File: config.mk
export PLATFORM = sky130hd
export DESIGN_NAME = string_table_text_tokenizer
export DESIGN_NICKNAME = d
export VERILOG_FILES = /design/src/hdl/stt_pkg.sv /design/src/hdl/stt_step.sv /design/src/hdl/stt_outq.sv /design/src/hdl/string_table_text_tokenizer.sv
export VERILOG_INCLUDE_DIRS = /design/src /design/src/hdl
export SDC_FILE = /design/constraint.sdc
export NUM_CORES = 1
export LEC_CHECK = 0
export BUFFER_PORTS_ARGS = -buffer_cell sky130_fd_sc_hd__buf_2
export CORE_ASPECT_RATIO = 0.6
export CORE_MARGIN = 4
export CORE_UTILIZATION = 54
export CTS_BUF_LIST = sky130_fd_sc_hd__clkbuf_4
export CTS_CLUSTER_SIZE = 24
export DETAILED_ROUTE_END_ITERATION = 6
export PLACE_DENSITY_LB_ADDON = 0.12
export REMOVE_ABC_BUFFERS = 1
export SLEW_MARGIN = 20
export SYNTH_ARGS = -nofsm -noshare
export SYNTH_HDL_FRONTEND = slang
export SYNTH_SLANG_ARGS = --single-unit
File: constraint.sdc
create_clock -name clk -period 2.6 [get_ports clk]
set_input_delay 0.39 -clock clk [delete_from_list [all_inputs] [get_ports clk]]
set_output_delay 0.39 -clock clk [all_outputs]
set_load 0.005 [all_outputs]
File: src/hdl/string_table_text_tokenizer_assert.svh
// Assertion macros for the string table tokenizer.
// They rely on clk and arst_n being visible where they are used.
`ifndef STRING_TABLE_TEXT_TOKENIZER_ASSERT_SVH
`define STRING_TABLE_TEXT_TOKENIZER_ASSERT_SVH

// Same-cycle implication, idle during reset.
`define STT_ASSERT_NOW(lbl, ante, cons, msg) \
	lbl: assert property (@(posedge clk) disable iff (!arst_n) (ante) |-> (cons)) \
		else $error(msg);

// Next-cycle implication, idle during reset.
`define STT_ASSERT_NEXT(lbl, ante, cons, msg) \
	lbl: assert property (@(posedge clk) disable iff (!arst_n) (ante) |=> (cons)) \
		else $error(msg);

`endif

File: src/hdl/stt_pkg.sv
`default_nettype none
package stt_pkg;

	localparam int NAME_MAX_DEF    = 64;
	localparam int STORE_BYTES_DEF = 65536;
	localparam int FILL_W          = 16;
	localparam int CNT_W           = 7;

	typedef enum logic [3:0] {
		M_BLANK = 4'd0,
		M_SLASH = 4'd1,
		M_LINE  = 4'd2,
		M_BLOCK = 4'd3,
		M_STAR  = 4'd4,
		M_NAME  = 4'd5,
		M_TEXT  = 4'd6,
		M_ESC   = 4'd7,
		M_DROP  = 4'd8,
		M_SKIP  = 4'd9
	} mode_t;

	typedef enum logic [1:0] {
		C_NAME  = 2'd0,
		C_COLON = 2'd1,
		C_QUOTE = 2'd2
	} ctx_t;

	typedef enum logic [1:0] {
		K_NAME = 2'd0,
		K_TEXT = 2'd1,
		K_DONE = 2'd2,
		K_DROP = 2'd3
	} kind_t;

	typedef enum logic [2:0] {
		E_NONE    = 3'd0,
		E_LONG    = 3'd1,
		E_NO_NAME = 3'd2,
		E_NO_COLON = 3'd3,
		E_NO_QUOTE = 3'd4,
		E_ENDED   = 3'd5
	} err_t;

	// One result item as it sits in the output queue.
	typedef struct packed {
		kind_t             kind;
		logic [7:0]        data;
		err_t              err;
		logic [FILL_W-1:0] fill;
		logic              last;
	} res_t;

	// Output queue status seen by the input side.
	typedef struct packed {
		logic       space;
		logic [1:0] count;
	} q_stat_t;

endpackage
`default_nettype wire

File: src/hdl/stt_step.sv
`default_nettype none
// Next-state and result logic for one character.
module stt_step #(
	parameter int NAME_MAX    = stt_pkg::NAME_MAX_DEF,
	parameter int STORE_BYTES = stt_pkg::STORE_BYTES_DEF
) (
	input  wire logic [7:0]                  char_in,
	input  wire logic                        end_of_input,
	input  wire stt_pkg::mode_t              mode,
	input  wire stt_pkg::ctx_t               ctx,
	input  wire logic [stt_pkg::CNT_W-1:0]   cnt,
	input  wire logic [stt_pkg::FILL_W-1:0]  fill,
	output stt_pkg::mode_t                   mode_nx,
	output stt_pkg::ctx_t                    ctx_nx,
	output logic [stt_pkg::CNT_W-1:0]        cnt_nx,
	output logic [stt_pkg::FILL_W-1:0]       fill_nx,
	output logic [1:0]                       nres,
	output stt_pkg::res_t                    r0,
	output stt_pkg::res_t                    r1
);
	import stt_pkg::*;

	localparam logic [7:0] CH_TAB   = 8'h09;
	localparam logic [7:0] CH_LF    = 8'h0A;
	localparam logic [7:0] CH_CR    = 8'h0D;
	localparam logic [7:0] CH_SP    = 8'h20;
	localparam logic [7:0] CH_QUOTE = 8'h22;
	localparam logic [7:0] CH_STAR  = 8'h2A;
	localparam logic [7:0] CH_SLASH = 8'h2F;
	localparam logic [7:0] CH_COLON = 8'h3A;
	localparam logic [7:0] CH_BSL   = 8'h5C;
	localparam logic [7:0] CH_UNDER = 8'h5F;
	localparam logic [7:0] CH_N     = 8'h6E;
	localparam logic [7:0] CH_T     = 8'h74;
	localparam logic [FILL_W:0] FILL_TOP = (FILL_W+1)'(STORE_BYTES - 1);
	localparam logic [CNT_W-1:0] CNT_MAX = CNT_W'(NAME_MAX);

	function automatic logic is_name_char(input logic [7:0] c);
		return (c >= 8'h61 && c <= 8'h7A) || (c >= 8'h41 && c <= 8'h5A) ||
		       (c >= 8'h30 && c <= 8'h39) || c == CH_UNDER;
	endfunction

	function automatic res_t mk(input kind_t k, input logic [7:0] d, input err_t e,
	                            input logic [FILL_W-1:0] f);
		res_t r;
		r.kind = k;
		r.data = d;
		r.err  = e;
		r.fill = f;
		r.last = 1'b0;
		return r;
	endfunction

	logic                blank_c;
	logic                run_blank;
	ctx_t                bctx;
	logic [FILL_W-1:0]   fill_inc;
	logic                in_rec;
	err_t                slash_err;

	assign blank_c  = char_in == CH_SP || char_in == CH_TAB || char_in == CH_LF ||
	                  char_in == CH_CR;
	assign fill_inc = ({1'b0, fill} == FILL_TOP) ? '0 : fill + 1'b1;
	assign slash_err = (ctx == C_COLON) ? E_NO_COLON :
	                   (ctx == C_QUOTE) ? E_NO_QUOTE : E_NO_NAME;

	always_comb begin
		case (mode)
			M_NAME, M_TEXT, M_ESC, M_DROP: in_rec = 1'b1;
			M_BLANK, M_SLASH, M_LINE, M_BLOCK, M_STAR:
				in_rec = ctx == C_COLON || ctx == C_QUOTE;
			default: in_rec = 1'b0;
		endcase
	end

	always_comb begin
		mode_nx   = mode;
		ctx_nx    = ctx;
		cnt_nx    = cnt;
		fill_nx   = fill;
		nres      = 2'd0;
		r0        = mk(K_NAME, 8'd0, E_NONE, fill);
		r1        = mk(K_NAME, 8'd0, E_NONE, fill);
		run_blank = 1'b0;
		bctx      = ctx;

		if (end_of_input) begin
			if (in_rec) begin
				r0   = mk(K_DROP, 8'd0, E_ENDED, fill);
				nres = 2'd1;
			end
			mode_nx = M_BLANK;
			ctx_nx  = C_NAME;
			cnt_nx  = '0;
			fill_nx = '0;
		end else begin
			case (mode)
				M_BLANK: begin
					run_blank = 1'b1;
				end
				M_SLASH: begin
					if (char_in == CH_SLASH) begin
						mode_nx = M_LINE;
					end else if (char_in == CH_STAR) begin
						mode_nx = M_BLOCK;
					end else begin
						// not a comment: error, and this char opens the skipped line
						r0   = mk(K_DROP, 8'd0, slash_err, fill);
						nres = 2'd1;
						if (char_in == CH_LF) begin
							mode_nx = M_BLANK;
							ctx_nx  = C_NAME;
						end else begin
							mode_nx = M_SKIP;
						end
					end
				end
				M_LINE: begin
					if (char_in == CH_LF)
						mode_nx = M_BLANK;
				end
				M_BLOCK: begin
					if (char_in == CH_STAR)
						mode_nx = M_STAR;
				end
				M_STAR: begin
					if (char_in == CH_SLASH)
						mode_nx = M_BLANK;
					else if (char_in != CH_STAR)
						mode_nx = M_BLOCK;
				end
				M_NAME: begin
					if (is_name_char(char_in)) begin
						if (cnt >= CNT_MAX) begin
							r0      = mk(K_DROP, 8'd0, E_LONG, fill);
							nres    = 2'd1;
							mode_nx = M_SKIP;
						end else begin
							r0     = mk(K_NAME, char_in, E_NONE, fill);
							nres   = 2'd1;
							cnt_nx = cnt + 1'b1;
						end
					end else begin
						mode_nx   = M_BLANK;
						ctx_nx    = C_COLON;
						bctx      = C_COLON;
						run_blank = 1'b1;
					end
				end
				M_TEXT: begin
					if (char_in == CH_QUOTE) begin
						fill_nx = fill_inc;
						r0      = mk(K_TEXT, 8'd0, E_NONE, fill_inc);
						r1      = mk(K_DONE, 8'd0, E_NONE, fill_inc);
						nres    = 2'd2;
						mode_nx = M_BLANK;
						ctx_nx  = C_NAME;
					end else if (char_in == CH_BSL) begin
						mode_nx = M_ESC;
					end else begin
						fill_nx = fill_inc;
						r0      = mk(K_TEXT, char_in, E_NONE, fill_inc);
						nres    = 2'd1;
					end
				end
				M_ESC: begin
					mode_nx = M_TEXT;
					if (char_in == CH_CR) begin
						mode_nx = M_DROP;
					end else if (char_in != CH_LF) begin
						fill_nx = fill_inc;
						nres    = 2'd1;
						if (char_in == CH_N)
							r0 = mk(K_TEXT, CH_LF, E_NONE, fill_inc);
						else if (char_in == CH_T)
							r0 = mk(K_TEXT, CH_TAB, E_NONE, fill_inc);
						else
							r0 = mk(K_TEXT, char_in, E_NONE, fill_inc);
					end
				end
				M_DROP: begin
					mode_nx = M_TEXT;
				end
				M_SKIP: begin
					if (char_in == CH_LF) begin
						mode_nx = M_BLANK;
						ctx_nx  = C_NAME;
					end
				end
				default: begin
					mode_nx   = M_BLANK;
					ctx_nx    = C_NAME;
					bctx      = C_NAME;
					run_blank = 1'b1;
				end
			endcase

			// blank skipping between tokens, possibly as a second look at the char
			if (run_blank) begin
				if (blank_c) begin
					mode_nx = M_BLANK;
				end else if (char_in == CH_SLASH) begin
					mode_nx = M_SLASH;
				end else if (bctx == C_COLON) begin
					if (char_in == CH_COLON) begin
						ctx_nx = C_QUOTE;
					end else begin
						r0      = mk(K_DROP, 8'd0, E_NO_COLON, fill);
						nres    = 2'd1;
						mode_nx = M_SKIP;
					end
				end else if (bctx == C_QUOTE) begin
					if (char_in == CH_QUOTE) begin
						mode_nx = M_TEXT;
					end else begin
						r0      = mk(K_DROP, 8'd0, E_NO_QUOTE, fill);
						nres    = 2'd1;
						mode_nx = M_SKIP;
					end
				end else begin
					ctx_nx = C_NAME;
					if (is_name_char(char_in)) begin
						r0      = mk(K_NAME, char_in, E_NONE, fill);
						nres    = 2'd1;
						cnt_nx  = CNT_W'(1);
						mode_nx = M_NAME;
					end else begin
						r0      = mk(K_DROP, 8'd0, E_NO_NAME, fill);
						nres    = 2'd1;
						mode_nx = M_SKIP;
					end
				end
			end
		end

		r0.last = nres == 2'd1;
		r1.last = 1'b1;
	end

endmodule
`default_nettype wire

File: src/hdl/stt_outq.sv
`default_nettype none
// Two-slot result queue; a request with two results drains slot 0 first, then slot 1.
module stt_outq (
	input  wire logic            clk,
	input  wire logic            arst_n,
	input  wire logic            push,
	input  wire logic [1:0]      push_n,
	input  wire stt_pkg::res_t   r0,
	input  wire stt_pkg::res_t   r1,
	output stt_pkg::q_stat_t     stat,
	output logic                 m_tvalid,
	input  wire logic            m_tready,
	output logic [31:0]          m_tdata, // out_byte, error_code, store_fill, zero pad
	output logic [1:0]           m_tuser, // kind
	output logic                 m_tlast
);
	import stt_pkg::*;

	logic [1:0] count_q;
	res_t       slot0_q;
	res_t       slot1_q;
	logic       pop;

	assign m_tvalid   = count_q != 2'd0;
	assign pop        = m_tvalid && m_tready;
	assign stat.count = count_q;
	assign stat.space = (count_q == 2'd0) || (count_q == 2'd1 && pop);

	always_ff @(posedge clk or negedge arst_n) begin
		if (!arst_n) begin
			count_q <= 2'd0;
		end else if (push) begin
			count_q <= push_n;
		end else if (pop) begin
			count_q <= count_q - 2'd1;
		end
	end

	always_ff @(posedge clk) begin
		if (push) begin
			slot0_q <= r0;
			slot1_q <= r1;
		end else if (pop) begin
			slot0_q <= slot1_q;
		end
	end

	assign m_tdata = {5'd0, slot0_q.fill, slot0_q.err, slot0_q.data};
	assign m_tuser = slot0_q.kind;
	assign m_tlast = slot0_q.last;

endmodule
`default_nettype wire

File: src/hdl/string_table_text_tokenizer.sv
// Path: an accepted request waits in the input register, then its results go into the output queue.
// Throughput: one character per cycle while the output takes every result; a character that yields two results
//   (closing quote: terminator plus record-complete mark) holds the input stage
//   while the output queue drains its second slot.
// Reset: arst_n clears the parser state, store fill and both valid flags at once.
`default_nettype none
`include "string_table_text_tokenizer_assert.svh"
module string_table_text_tokenizer #(
	parameter int NAME_MAX    = stt_pkg::NAME_MAX_DEF,
	parameter int STORE_BYTES = stt_pkg::STORE_BYTES_DEF
) (
	input  wire logic        clk,
	input  wire logic        arst_n,
	input  wire logic        s_tvalid,
	output logic             s_tready,
	input  wire logic [7:0]  s_tdata,  // char_in
	input  wire logic        s_tuser,  // end_of_input
	output logic             m_tvalid,
	input  wire logic        m_tready,
	output logic [31:0]      m_tdata,  // out_byte [7:0], error_code [10:8],
	                                   // store_fill [26:11], zero [31:27]
	output logic [1:0]       m_tuser,  // kind
	output logic             m_tlast
);
	import stt_pkg::*;

	// Input register: one character request waits here while the parser
	// state and the output queue decide whether it can be consumed.
	logic              valid_s1;
	logic [7:0]        char_s1;
	logic              eoi_s1;

	// Parser state, advanced once per consumed request.
	mode_t             mode_q;
	ctx_t              ctx_q;
	logic [CNT_W-1:0]  cnt_q;
	logic [FILL_W-1:0] fill_q;

	mode_t             mode_nx;
	ctx_t              ctx_nx;
	logic [CNT_W-1:0]  cnt_nx;
	logic [FILL_W-1:0] fill_nx;
	logic [1:0]        nres;
	res_t              r0;
	res_t              r1;
	q_stat_t           q_stat;

	logic              s_fire;
	logic              adv;

	// Consume the held request when the queue will be empty after this edge;
	// this keeps the results of one character together and in order.
	assign adv      = valid_s1 && q_stat.space;
	assign s_tready = !valid_s1 || q_stat.space;
	assign s_fire   = s_tvalid && s_tready;

	always_ff @(posedge clk or negedge arst_n) begin
		if (!arst_n) begin
			valid_s1 <= 1'b0;
		end else if (s_fire) begin
			valid_s1 <= 1'b1;
		end else if (adv) begin
			valid_s1 <= 1'b0;
		end
	end

	always_ff @(posedge clk) begin
		if (s_fire) begin
			char_s1 <= s_tdata;
			eoi_s1  <= s_tuser;
		end
	end

	always_ff @(posedge clk or negedge arst_n) begin
		if (!arst_n) begin
			mode_q <= M_BLANK;
			ctx_q  <= C_NAME;
			cnt_q  <= '0;
			fill_q <= '0;
		end else if (adv) begin
			mode_q <= mode_nx;
			ctx_q  <= ctx_nx;
			cnt_q  <= cnt_nx;
			fill_q <= fill_nx;
		end
	end

	// Character decode: comments, name check, escapes, store fill.
	stt_step #(
		.NAME_MAX    (NAME_MAX),
		.STORE_BYTES (STORE_BYTES)
	) u_step (
		.char_in      (char_s1),
		.end_of_input (eoi_s1),
		.mode         (mode_q),
		.ctx          (ctx_q),
		.cnt          (cnt_q),
		.fill         (fill_q),
		.mode_nx      (mode_nx),
		.ctx_nx       (ctx_nx),
		.cnt_nx       (cnt_nx),
		.fill_nx      (fill_nx),
		.nres         (nres),
		.r0           (r0),
		.r1           (r1)
	);

	// Result register: up to two results per request.
	stt_outq u_outq (
		.clk      (clk),
		.arst_n   (arst_n),
		.push     (adv),
		.push_n   (nres),
		.r0       (r0),
		.r1       (r1),
		.stat     (q_stat),
		.m_tvalid (m_tvalid),
		.m_tready (m_tready),
		.m_tdata  (m_tdata),
		.m_tuser  (m_tuser),
		.m_tlast  (m_tlast)
	);

	// A consumed request that yields results must show one on the next cycle.
	`STT_ASSERT_NEXT(a_res_shown, adv && nres != 2'd0, m_tvalid, "result not presented")
	// End of input wipes the store fill.
	`STT_ASSERT_NEXT(a_eoi_fill, adv && eoi_s1, fill_q == '0, "fill not cleared at end")
	// Fill moves only when a request is consumed.
	`STT_ASSERT_NEXT(a_fill_hold, !adv, $stable(fill_q), "fill moved without a request")
	// Record marks always close the results of their request.
	`STT_ASSERT_NOW(a_mark_last, m_tvalid && (m_tuser == K_DONE || m_tuser == K_DROP),
		m_tlast, "record mark without tlast")

endmodule
`default_nettype wire
==> Word-level counts from Yosys, hierarchy flattened <==
Cells that the tools add are included.
{ "word_totals": {"regBits": 100, "input_bits": 13, "out_inout_bits": 37} }
{ "classes": {"n_addsub": 3, "magnitude_cmp": 7, "n_eq_ne": 33, "mux": 107, "bitwise_logic": 1, "reduce_logical": 31} }
{ "ops": {"columns": ["op", "n"], "rows": [
  ["$mux 30", 21],
  ["$pmux 30 s4", 1],
  ["$mux 16", 6],
  ["$mux 4", 21],
  ["$mux 7", 10],
  ["$mux 2", 26],
  ["$eq 8x6->1 const B", 5],
  ["$pmux 4 s9", 1],
  ["$mux 17", 2],
  ["$eq 8x7->1 const B", 4],
  ["$pmux 16 s2", 1],
  ["$mux 29", 1],
  ["$mux 28", 1],
  ["$eq 8x4->1 const B", 3],
  ["$add 16x1->16 const B", 1],
  ["$eq 16x16->1 const B", 1],
  ["$eq 4x3->1 const B", 4],
  ["$ge 8x7->1 const B", 2],
  ["$le 8x7->1 const B", 2],
  ["$pmux 2 s5", 1],
  ["$logic_or 1x1->1", 9],
  ["$mux 1", 9],
  ["$reduce_or 9->1", 1],
  ["$eq 2x1->1 const B", 4],
  ["31 further kinds", 45]
]} }

==> Logic depth before layout (Yosys ltp) <==
Gate-level depths: netlist of the first run.
{ "logic_depth": {"ltp_word": 17, "mapped_depth": 11} }

==> Cells and area by module <==
Synthesis of the first run repeated with hierarchy kept, for this count alone.
{ "hier_totals": {"cells_unflattened": 615, "hier_area_um2": 6383.6} }
{ "by_module_without_submodules": {"columns": ["mod", "instances", "cells_per_inst", "area_each_um2", "seq_area_each_um2"], "rows": [
  ["stt_step", 1, 421, 2493.6, 0.0],
  ["stt_outq", 1, 118, 2368.5, 1851.8],
  ["string_table_text_tokenizer", 1, 76, 1521.5, 1021.0]
]} }

==> Worst setup path after synthesis of the first run <==
No wires, ideal clock.
{ "synth_timing": {"path_kind": "register -> register", "startpoint": "register char_s1[2]", "endpoint": "register u_outq.slot0_q (netlist bit u_outq.m_tdata[3]) (data pin)", "arrival_time_ps": 2014, "required_time_ps": 2342, "path_slack_ps": 328, "stages_incl_launch_ff": 9, "cell_sequence": "edfxtp_1 buf_2 or4_4 o21ai_0 o22a_2 nor2_1 a21oi_4 nand2_1 o221a_2"} }
{ "synth_via": {"elab_chain_len": 16} }
{ "synth_rtl": {"columns": ["item", "line", "source"], "rows": [
  ["start, declared", "string_table_text_tokenizer.sv:30", "logic [7:0] char_s1;"],
  ["start signal, assigned", "string_table_text_tokenizer.sv:69", "char_s1 <= s_tdata;"],
  ["$ge 8x7->1 / $le 8x7->1 (equally long branches)", "stt_step.sv:39", "return (c >= 8'h61 && c <= 8'h7A) || (c >= 8'h41 && c <= 8'h5A) ||"],
  ["$logic_and 1x1->1", "stt_step.sv:39", null],
  ["$logic_or 1x1->1 (2 in a row)", "stt_step.sv:39", null],
  ["$logic_or 1x1->1", "stt_step.sv:40", "(c >= 8'h30 && c <= 8'h39) || c == CH_UNDER;"],
  ["$mux 2", "stt_step.sv:133", "if (is_name_char(char_in)) begin"],
  ["$pmux 2 s2", "stt_step.sv:97", "case (mode)"],
  ["$mux 2", "stt_step.sv:87", "if (end_of_input) begin"],
  ["$eq 2x2->1", "stt_step.sv:212", "end else if (bctx == C_QUOTE) begin"],
  ["$mux 30", "stt_step.sv:212", null],
  ["$mux 30", "stt_step.sv:204", "end else if (bctx == C_COLON) begin"],
  ["$mux 30", "stt_step.sv:202", "end else if (char_in == CH_SLASH) begin"],
  ["$mux 30", "stt_step.sv:200", "if (blank_c) begin"],
  ["$mux 30 (*)", "stt_step.sv:199", "if (run_blank) begin"],
  ["$mux 30 (*)", "stt_step.sv:87", null],
  ["$mux 30 (*)", "stt_outq.sv:40", "if (push) begin"],
  ["end signal, assigned", "stt_outq.sv:41", "slot0_q <= r0;"],
  ["end signal, assigned", "stt_outq.sv:44", "slot0_q <= slot1_q;"],
  ["end, declared", "stt_outq.sv:20", "res_t slot0_q;"]
]} }
Every way passes the cells marked *; elsewhere a longest branch is shown, timed or not. The select of a mux whose other input is x is not followed.
A chain may end at the register's enable or synchronous reset.

==> Worst setup path after layout of the first run <==
Same ends and word-level chain as after synthesis.

==> results.yml, run 1 <==
critical_path:
  crit_required_ns: 2.82
  cp_max_fo: 6
  worstReg2RegStart: "char_s1[2]$_DFFE_PP_"
  startpoint_type: "flop"
  reg2reg_to: "u_outq.m_tdata[3]$_SDFFCE_PP0P_"
  slowest_stage: "edfxtp_1"
  crit_type: "reg -> reg"
  r2r_slack_ns: 0.03
  end_kind: "flop"
  slowest_delay_ns: 0.53
  critPathArrivalTime_ns: 2.79
  cp-startpoint: "char_s1[2]$_DFFE_PP_"
  crit_end: "u_outq.m_tdata[3]$_SDFFCE_PP0P_"
  crit_chain: "buf_4 > o21a_1 > or3_1 > o21ai_4 > buf_12 > o22ai_4 > a21oi_4 > nand2_1 > o221a_2"
  ff2ff_path_depth: 9
global_routing:
  grt_pass1_wl_um: 24700
  grt_antenna_before_repair: 1
  grt_usage_pct: 28.1
  grt_overflow: 0
  grt_pass1_vias: 4515
  grt_max_degree: 34
power:
  pwr-share-seq_pct: 40.4
  powerDensity_mw_per_mm2: 916
  intPower_w: 0.00342
  power_switching_w: 0.00244
  clkPwrFrac_pct: 12.1
  p_leak_nw: 2.61
  p_comb_share_pct: 47.5
  swShare_pct: 41.7
  ir_worst_vdd_uv: 741
clock_network:
  clkLatencyLatePin_ns: 0.47
  path_clk_slew_ns: 0.15
  cts.root.buffer_cell: "clkbuf_4"
  numCtsBuffers: 9
  htree_num_levels: 3
  cts_tree: "yes"
  clock_sinks: 88
  clockBufferDepth: 2
sta:
  hold_viol_final: 0
  slew_violations: 0
  min_period_ns: 2.57
  timing.fmax_ghz: 0.390
  rsz0062_at_grt: "yes"
  setup_viol: 0
  post-route-period-util_pct: 98.7
  hold_ws_ns: 0.0170
  finClkSkew_ns: 0.0154
  relSlewSlack_pct: 43.7
  worst-slew-pin-transition_ns: 0.845
place:
  dp_cells: 783
  hpwl_um: 11900
  portBuffers: 44
  gp_congestion: 1.00
status:
  status: "finished clean"
drt:
  vias: 5001
  wl_um: 15900
  initialDrtViolationCount: 674
  wire_per_inst_um: 19.6
  antenna_left: 0
  first_pass_iters: 6
  route.detailed.drc: 0
  vias_per_cell: 6.16
synth:
  ys_top_cells_by_area: "edfxtp_1 (32%), dfrtp_1 (15%), o21ai_0 (5.0%)"
  synth_seq_cells: 88
  synth-seq-area-share_pct: 46.7
  synth-async-reset-ratio_pct: 36.4
  synth_ff_type: "edfxtp_1"
  synth_edf_count: 56
  ys_warn_count: 0
  syn_area_sq_mm: 0.00532
  yosysTopAreaCell: "edfxtp_1"
  synth_cell_types: 78
  yosys-top-cells-count: "nor2_1 (67), nand2_1 (63), edfxtp_1 (56)"
  synth.top_cell.area_share_pct: 31.6
  yosysMostFrequentCell: "nor2_1"
  postSynthAreaPerCell_sq_um: 9.36
  syn_inst: 568
final_layout:
  fin_cells: 812
  fillers: 725
  final_layout_size_suffix_gt1_share_pct: 26.7
  nets: 697
  ff_latch_area_sq_mm: 0.00248
  multi_input_area_sq_mm: 0.00265
  area_growth_pct: 20.4
die:
  die_h_um: 84.9
  ioPinCount: 50
  start_util_pct: 56.6
  row_count: 27
  core_region_area_sq_mm: 0.00939
  die_area_sq_mm: 0.0115
  dieWidth_um: 136
worst_hold_path:
  holdCritPathClass: "in -> async"
job:
  drv_cap: 0
[worst min-delay path by stage]
stage                                             from                            to  cells after the start
after detailed placement  u_outq.slot1_q[15]$_DFFE_PP_  u_outq.m_tdata[25]$_DFFE_PP_                      2
after floorplan                                 arst_n          cnt_q[0]$_DFFE_PN0P_                      0
after global placement    u_outq.slot1_q[11]$_DFFE_PP_  u_outq.m_tdata[21]$_DFFE_PP_                      2
final                                           arst_n          cnt_q[4]$_DFFE_PN0P_                      1
after CTS                                       arst_n         mode_q[0]$_DFFE_PN0P_                      1
after global routing                            arst_n        fill_q[12]$_DFFE_PN0P_                      1
[repair_timing]
item | 4_1_cts | 5_1_grt
resized for setup | 2 | 11
pin swaps | 0 | 3
hold buffers | 0 | 0
hold endpoints to repair | 0 | 0
buffers inserted | 5 | 7
cloned | 0 | 0
endpoints found under the setup margin | 2 | 37
[through the flow]
step                      area, sq um  power [W]  setup TNS, ns  worst slack, ns  util (%)
after floorplan                  5130    0.00377         -15.55           -0.596         -
after global placement           6120    0.00496        -0.0603          -0.0319      65.2
after detailed placement         6120    0.00499         -0.136          -0.0714      65.2
after CTS                        6280    0.00574       -0.00207         -0.00207      66.9
after global routing             6400    0.00624         -0.180          -0.0386      68.2
final                            6400    0.00586              0           0.0346      68.2
[layer usage]
| layer | wire (um) | vias up | track usage [%] | share of wire [%] |
|---|---|---|---|---|
| met4 | 119 | 0 | 4.94 | 0.75 |
| met5 | 0 | - | 0 | 0 |
| met3 | 2290 | 17 | 10.8 | 14 |
| met2 | 5970 | 324 | 34.8 | 38 |
| met1 | 7500 | 2353 | 45.9 | 47 |
| li1 | - | 2307 | - | - |
[power groups by stage]
stage,Combinational (W),Clock (W),Sequential (W)
3_3_place_gp,0.00258,0,0.00238
6_report,0.00278,0.000711,0.00237
3_5_place_dp,0.00260,0,0.00239
5_1_grt,0.00303,0.000792,0.00242
4_1_cts,0.00265,0.000730,0.00236
2_1_floorplan,0.00136,0,0.00242
[flip-flops by register name (all words and copies together), names as in the netlist, 2 cells and up]
| name | flops |
|---|---|
| mode_q | 4 |
| fill_q | 16 |
| u_outq.count_q | 2 |
| u_outq.slot1_q | 17 |
| ctx_q | 2 |
| u_outq.m_tuser | 2 |
| cnt_q | 7 |
| u_outq.m_tdata | 27 |
| char_s1 | 8 |
[critical path, delay by kind of cell, from the launching register on]
| kind | cells | cell delay (ns) |
|---|---|---|
| compound gates | 5 | 0.95 |
| flops | 1 | 0.53 |
| simple gates | 2 | 0.50 |
| buf+inv | 2 | 0.34 |
[cell usage in the layout (no fill, tap or decap), types with 13 or more instances in the layout]
cell type / count
o21ai_0: 52
nor2_1: 66
o31ai_1: 13
buf_4: 85
buf_2: 44
edfxtp_1: 56
nand2_1: 63
nand2b_1: 13
dfrtp_1: 31
inv_1: 14
nand3_1: 18
a21oi_1: 27
[logic make-up (layout without fill, tap and decap cells)]
logic type	after synthesis	count (layout)	share of synthesized area, %
flip-flops	88	88	46.7
AND/OR/NAND/NOR	241	241	23.5
multiplexers	4	4	0.777
buffers and inverters	55	164	4.78
other	1	6	0.0705
AO/OA/AOI/OAI	156	156	19.9
XOR/XNOR	15	15	2.47
adder cells (fa/ha/maj)	8	8	1.88
[final cells by class]
| cell class | count | share of cell area, % |
|---|---|---|
| Multi-Input combinational cell | 429 | 41.3 |
| Clock buffer | 10 | 1.17 |
| Tap cell | 130 | 2.54 |
| Clock inverter | 6 | 0.704 |
| Inverter | 14 | 0.821 |
| Antenna cell | 1 | 0.0391 |
| Sequential cell | 88 | 38.8 |
| Timing Repair Buffer | 134 | 14.6 |
(Power assumes the default switching activity.)
==> run 2: changes to the inputs <==
--- a/config.mk
+++ b/config.mk
@@ -13,7 +13,7 @@
 export CTS_BUF_LIST = sky130_fd_sc_hd__clkbuf_4
 export CTS_CLUSTER_SIZE = 24
 export DETAILED_ROUTE_END_ITERATION = 6
-export PLACE_DENSITY_LB_ADDON = 0.12
+export PLACE_DENSITY = 0.77
 export REMOVE_ABC_BUFFERS = 1
 export SLEW_MARGIN = 20
 export SYNTH_ARGS = -nofsm -noshare
==> constraint.sdc (replaced) <==
create_clock -name clk -period 2.2 [get_ports clk]
set_input_delay 0.33 -clock clk [delete_from_list [all_inputs] [get_ports clk]]
set_output_delay 0.33 -clock clk [all_outputs]
set_load 0.005 [all_outputs]
==> results.yml, run 2 (synthesis gave the netlist of run 1 again) <==
drt:
  first_pass_iters: 6
  wl_um: 21100
  initialDrtViolationCount: 966
  route.detailed.drc: 0
  vias_per_cell: 6.53
  vias: 5865
  wire_per_inst_um: 23.5
  antenna_left: 0
place:
  dp_slack_ns: -0.337
  gp_congestion: 1.01
  place_area_sq_mm: 0.00658
  dp_cells: 834
  portBuffers: 44
  hpwl_um: 12900
sta:
  timing.fmax_ghz: 0.385
  setup_viol: 71
  rsz0062_at_grt: "yes"
  min_period_ns: 2.60
  post-route-period-util_pct: 118
  relSlewSlack_pct: 45.1
  finClkSkew_ns: 0.0303
  layout_setup_ws_ns: -0.401
  slew_violations: 0
  worst-slew-pin-transition_ns: 0.823
  hold_viol_final: 0
final_layout:
  final_layout_size_suffix_gt1_share_pct: 47.5
  fin_cells: 898
  fillers: 492
  diodes: 0
  largest_reg_flops: 27
  nets: 784
  finish.instance_area_sq_mm: 0.00801
  utilization_pct: 85.3
  area_growth_pct: 50.6
  mostFrequentLayoutCells: "buf_4 (130), edfxtp_1 (56), nand2_1 (52), nor2_1 (44), buf_2 (44)"
  final_common_cell: "buf_4"
power:
  pwr-share-seq_pct: 32.0
  powerDensity_mw_per_mm2: 1080
  intPower_w: 0.00492
  power_switching_w: 0.00377
  clkPwrFrac_pct: 10.5
  p_comb_share_pct: 57.5
  swShare_pct: 43.4
  p_leak_nw: 3.29
  ir_worst_vdd_uv: 731
critical_path:
  crit_type: "reg -> reg"
  critPathArrivalTime_ns: 2.86
  crit_required_ns: 2.45
  end_kind: "flop"
  worstReg2RegStart: "char_s1[1]$_DFFE_PP_"
  cp_max_fo: 7
  startpoint_type: "flop"
  cp-startpoint: "char_s1[1]$_DFFE_PP_"
clock_network:
  clockBufferDepth: 2
  clock_sinks: 88
  cts.root.buffer_cell: "clkbuf_4"
  numCtsBuffers: 9
  path_clk_slew_ns: 0.17
  clkLatencyLatePin_ns: 0.49
  cts_tree: "yes"
  htree_num_levels: 3
global_routing:
  grt_overflow: 0
  grt_max_degree: 33
  grt_usage_pct: 32.5
  grt_antenna_before_repair: 0
  grt_pass1_wl_um: 28800
  grt_pass1_vias: 5125
worst_hold_path:
  holdCritPathClass: "in -> reg"
  min_from: "s_tdata[0]"
die:
  row_count: 27
  start_util_pct: 56.6
  die_area_sq_mm: 0.0115
  core_region_area_sq_mm: 0.00939
  ioPinCount: 50
  dieWidth_um: 136
  die_h_um: 84.9
status:
  violations: "negative setup slack"
  status: "finished with violations"
job:
  drv_cap: 0
[run 2: stage by stage]
step           setup TNS [ns]  hold slack, ns  power [W]
4_1_cts                 -4.93         0.00643    0.00789
3_3_place_gp            -8.10           0.448    0.00619
6_report               -17.29          0.0192    0.00868
3_5_place_dp            -7.61           0.447    0.00628
5_1_grt                -19.74         0.00673    0.00901
2_1_floorplan          -40.34          0.0344    0.00446
[run 2: worst max-delay path, stage by stage, from the launching register on]
cell and delay, ns:
edfxtp_1 0.43, buf_6 0.15, buf_6 0.10, nand4bb_4 0.13
buf_6 0.16, nor4_4 0.40, nor3b_2 0.13, buf_4 0.18
o211ai_1 0.18, a31oi_1 0.18, buf_4 0.18, nand2b_4 0.13
[run 2: layout make-up]
type / instances / area, sq um / area share [%]
Multi-Input combinational cell: 429 / 3390 / 42.3
Sequential cell: 88 / 2480 / 31.0
Timing Repair Buffer: 221 / 1790 / 22.4
Tap cell: 130 / 163 / 2.03
Clock buffer: 10 / 75.1 / 0.937
Inverter: 14 / 52.6 / 0.656
Clock inverter: 6 / 51.3 / 0.641
[run 2: power by group through the flow]
| stage | logic, W | registers (W) | clock network [W] |
|---|---|---|---|
| 6_report | 0.00499 | 0.00278 | 0.000911 |
| 5_1_grt | 0.00521 | 0.00282 | 0.000976 |
| 4_1_cts | 0.00422 | 0.00276 | 0.000914 |
| 3_5_place_dp | 0.00351 | 0.00278 | 0 |
| 2_1_floorplan | 0.00160 | 0.00285 | 0 |
| 3_3_place_gp | 0.00343 | 0.00275 | 0 |
[run 2: final timing paths]
path | endpoint | slack [ns] | cells past startpoint
setup / recovery | u_outq.m_tlast$_SDFFCE_PN1P_ | -0.40 | 11
hold / removal | char_s1[0]$_DFFE_PP_ | 0.02 | 1
setup reg to reg | u_outq.m_tlast$_SDFFCE_PN1P_ | -0.40 | 11
hold reg to reg | u_outq.m_tdata[21]$_DFFE_PP_ | 0.55 | 2
max in group asynchronous | mode_q[2]$_DFFE_PN0P_ | 1.18 | 2
min in group asynchronous | cnt_q[5]$_DFFE_PN0P_ | 0.46 | 2
[run 2: what timing repair did]
action	4_1_cts	5_1_grt
setup buffers	27	24
gates resized for setup	146	92
endpoints found under the hold margin	37	0
gates cloned	1	0
hold buffers	6	0
endpoints found under the setup margin	62	77
pin swaps	67	63
[run 2: layer usage]
layer | up-vias | wire, um | GRT usage, %
li1 | 2481 | - | -
met1 | 2766 | 8250 | 50.0
met2 | 525 | 8880 | 44.7
met3 | 93 | 3250 | 11.7
met4 | 0 | 703 | 5.03
met5 | - | 0 | 0
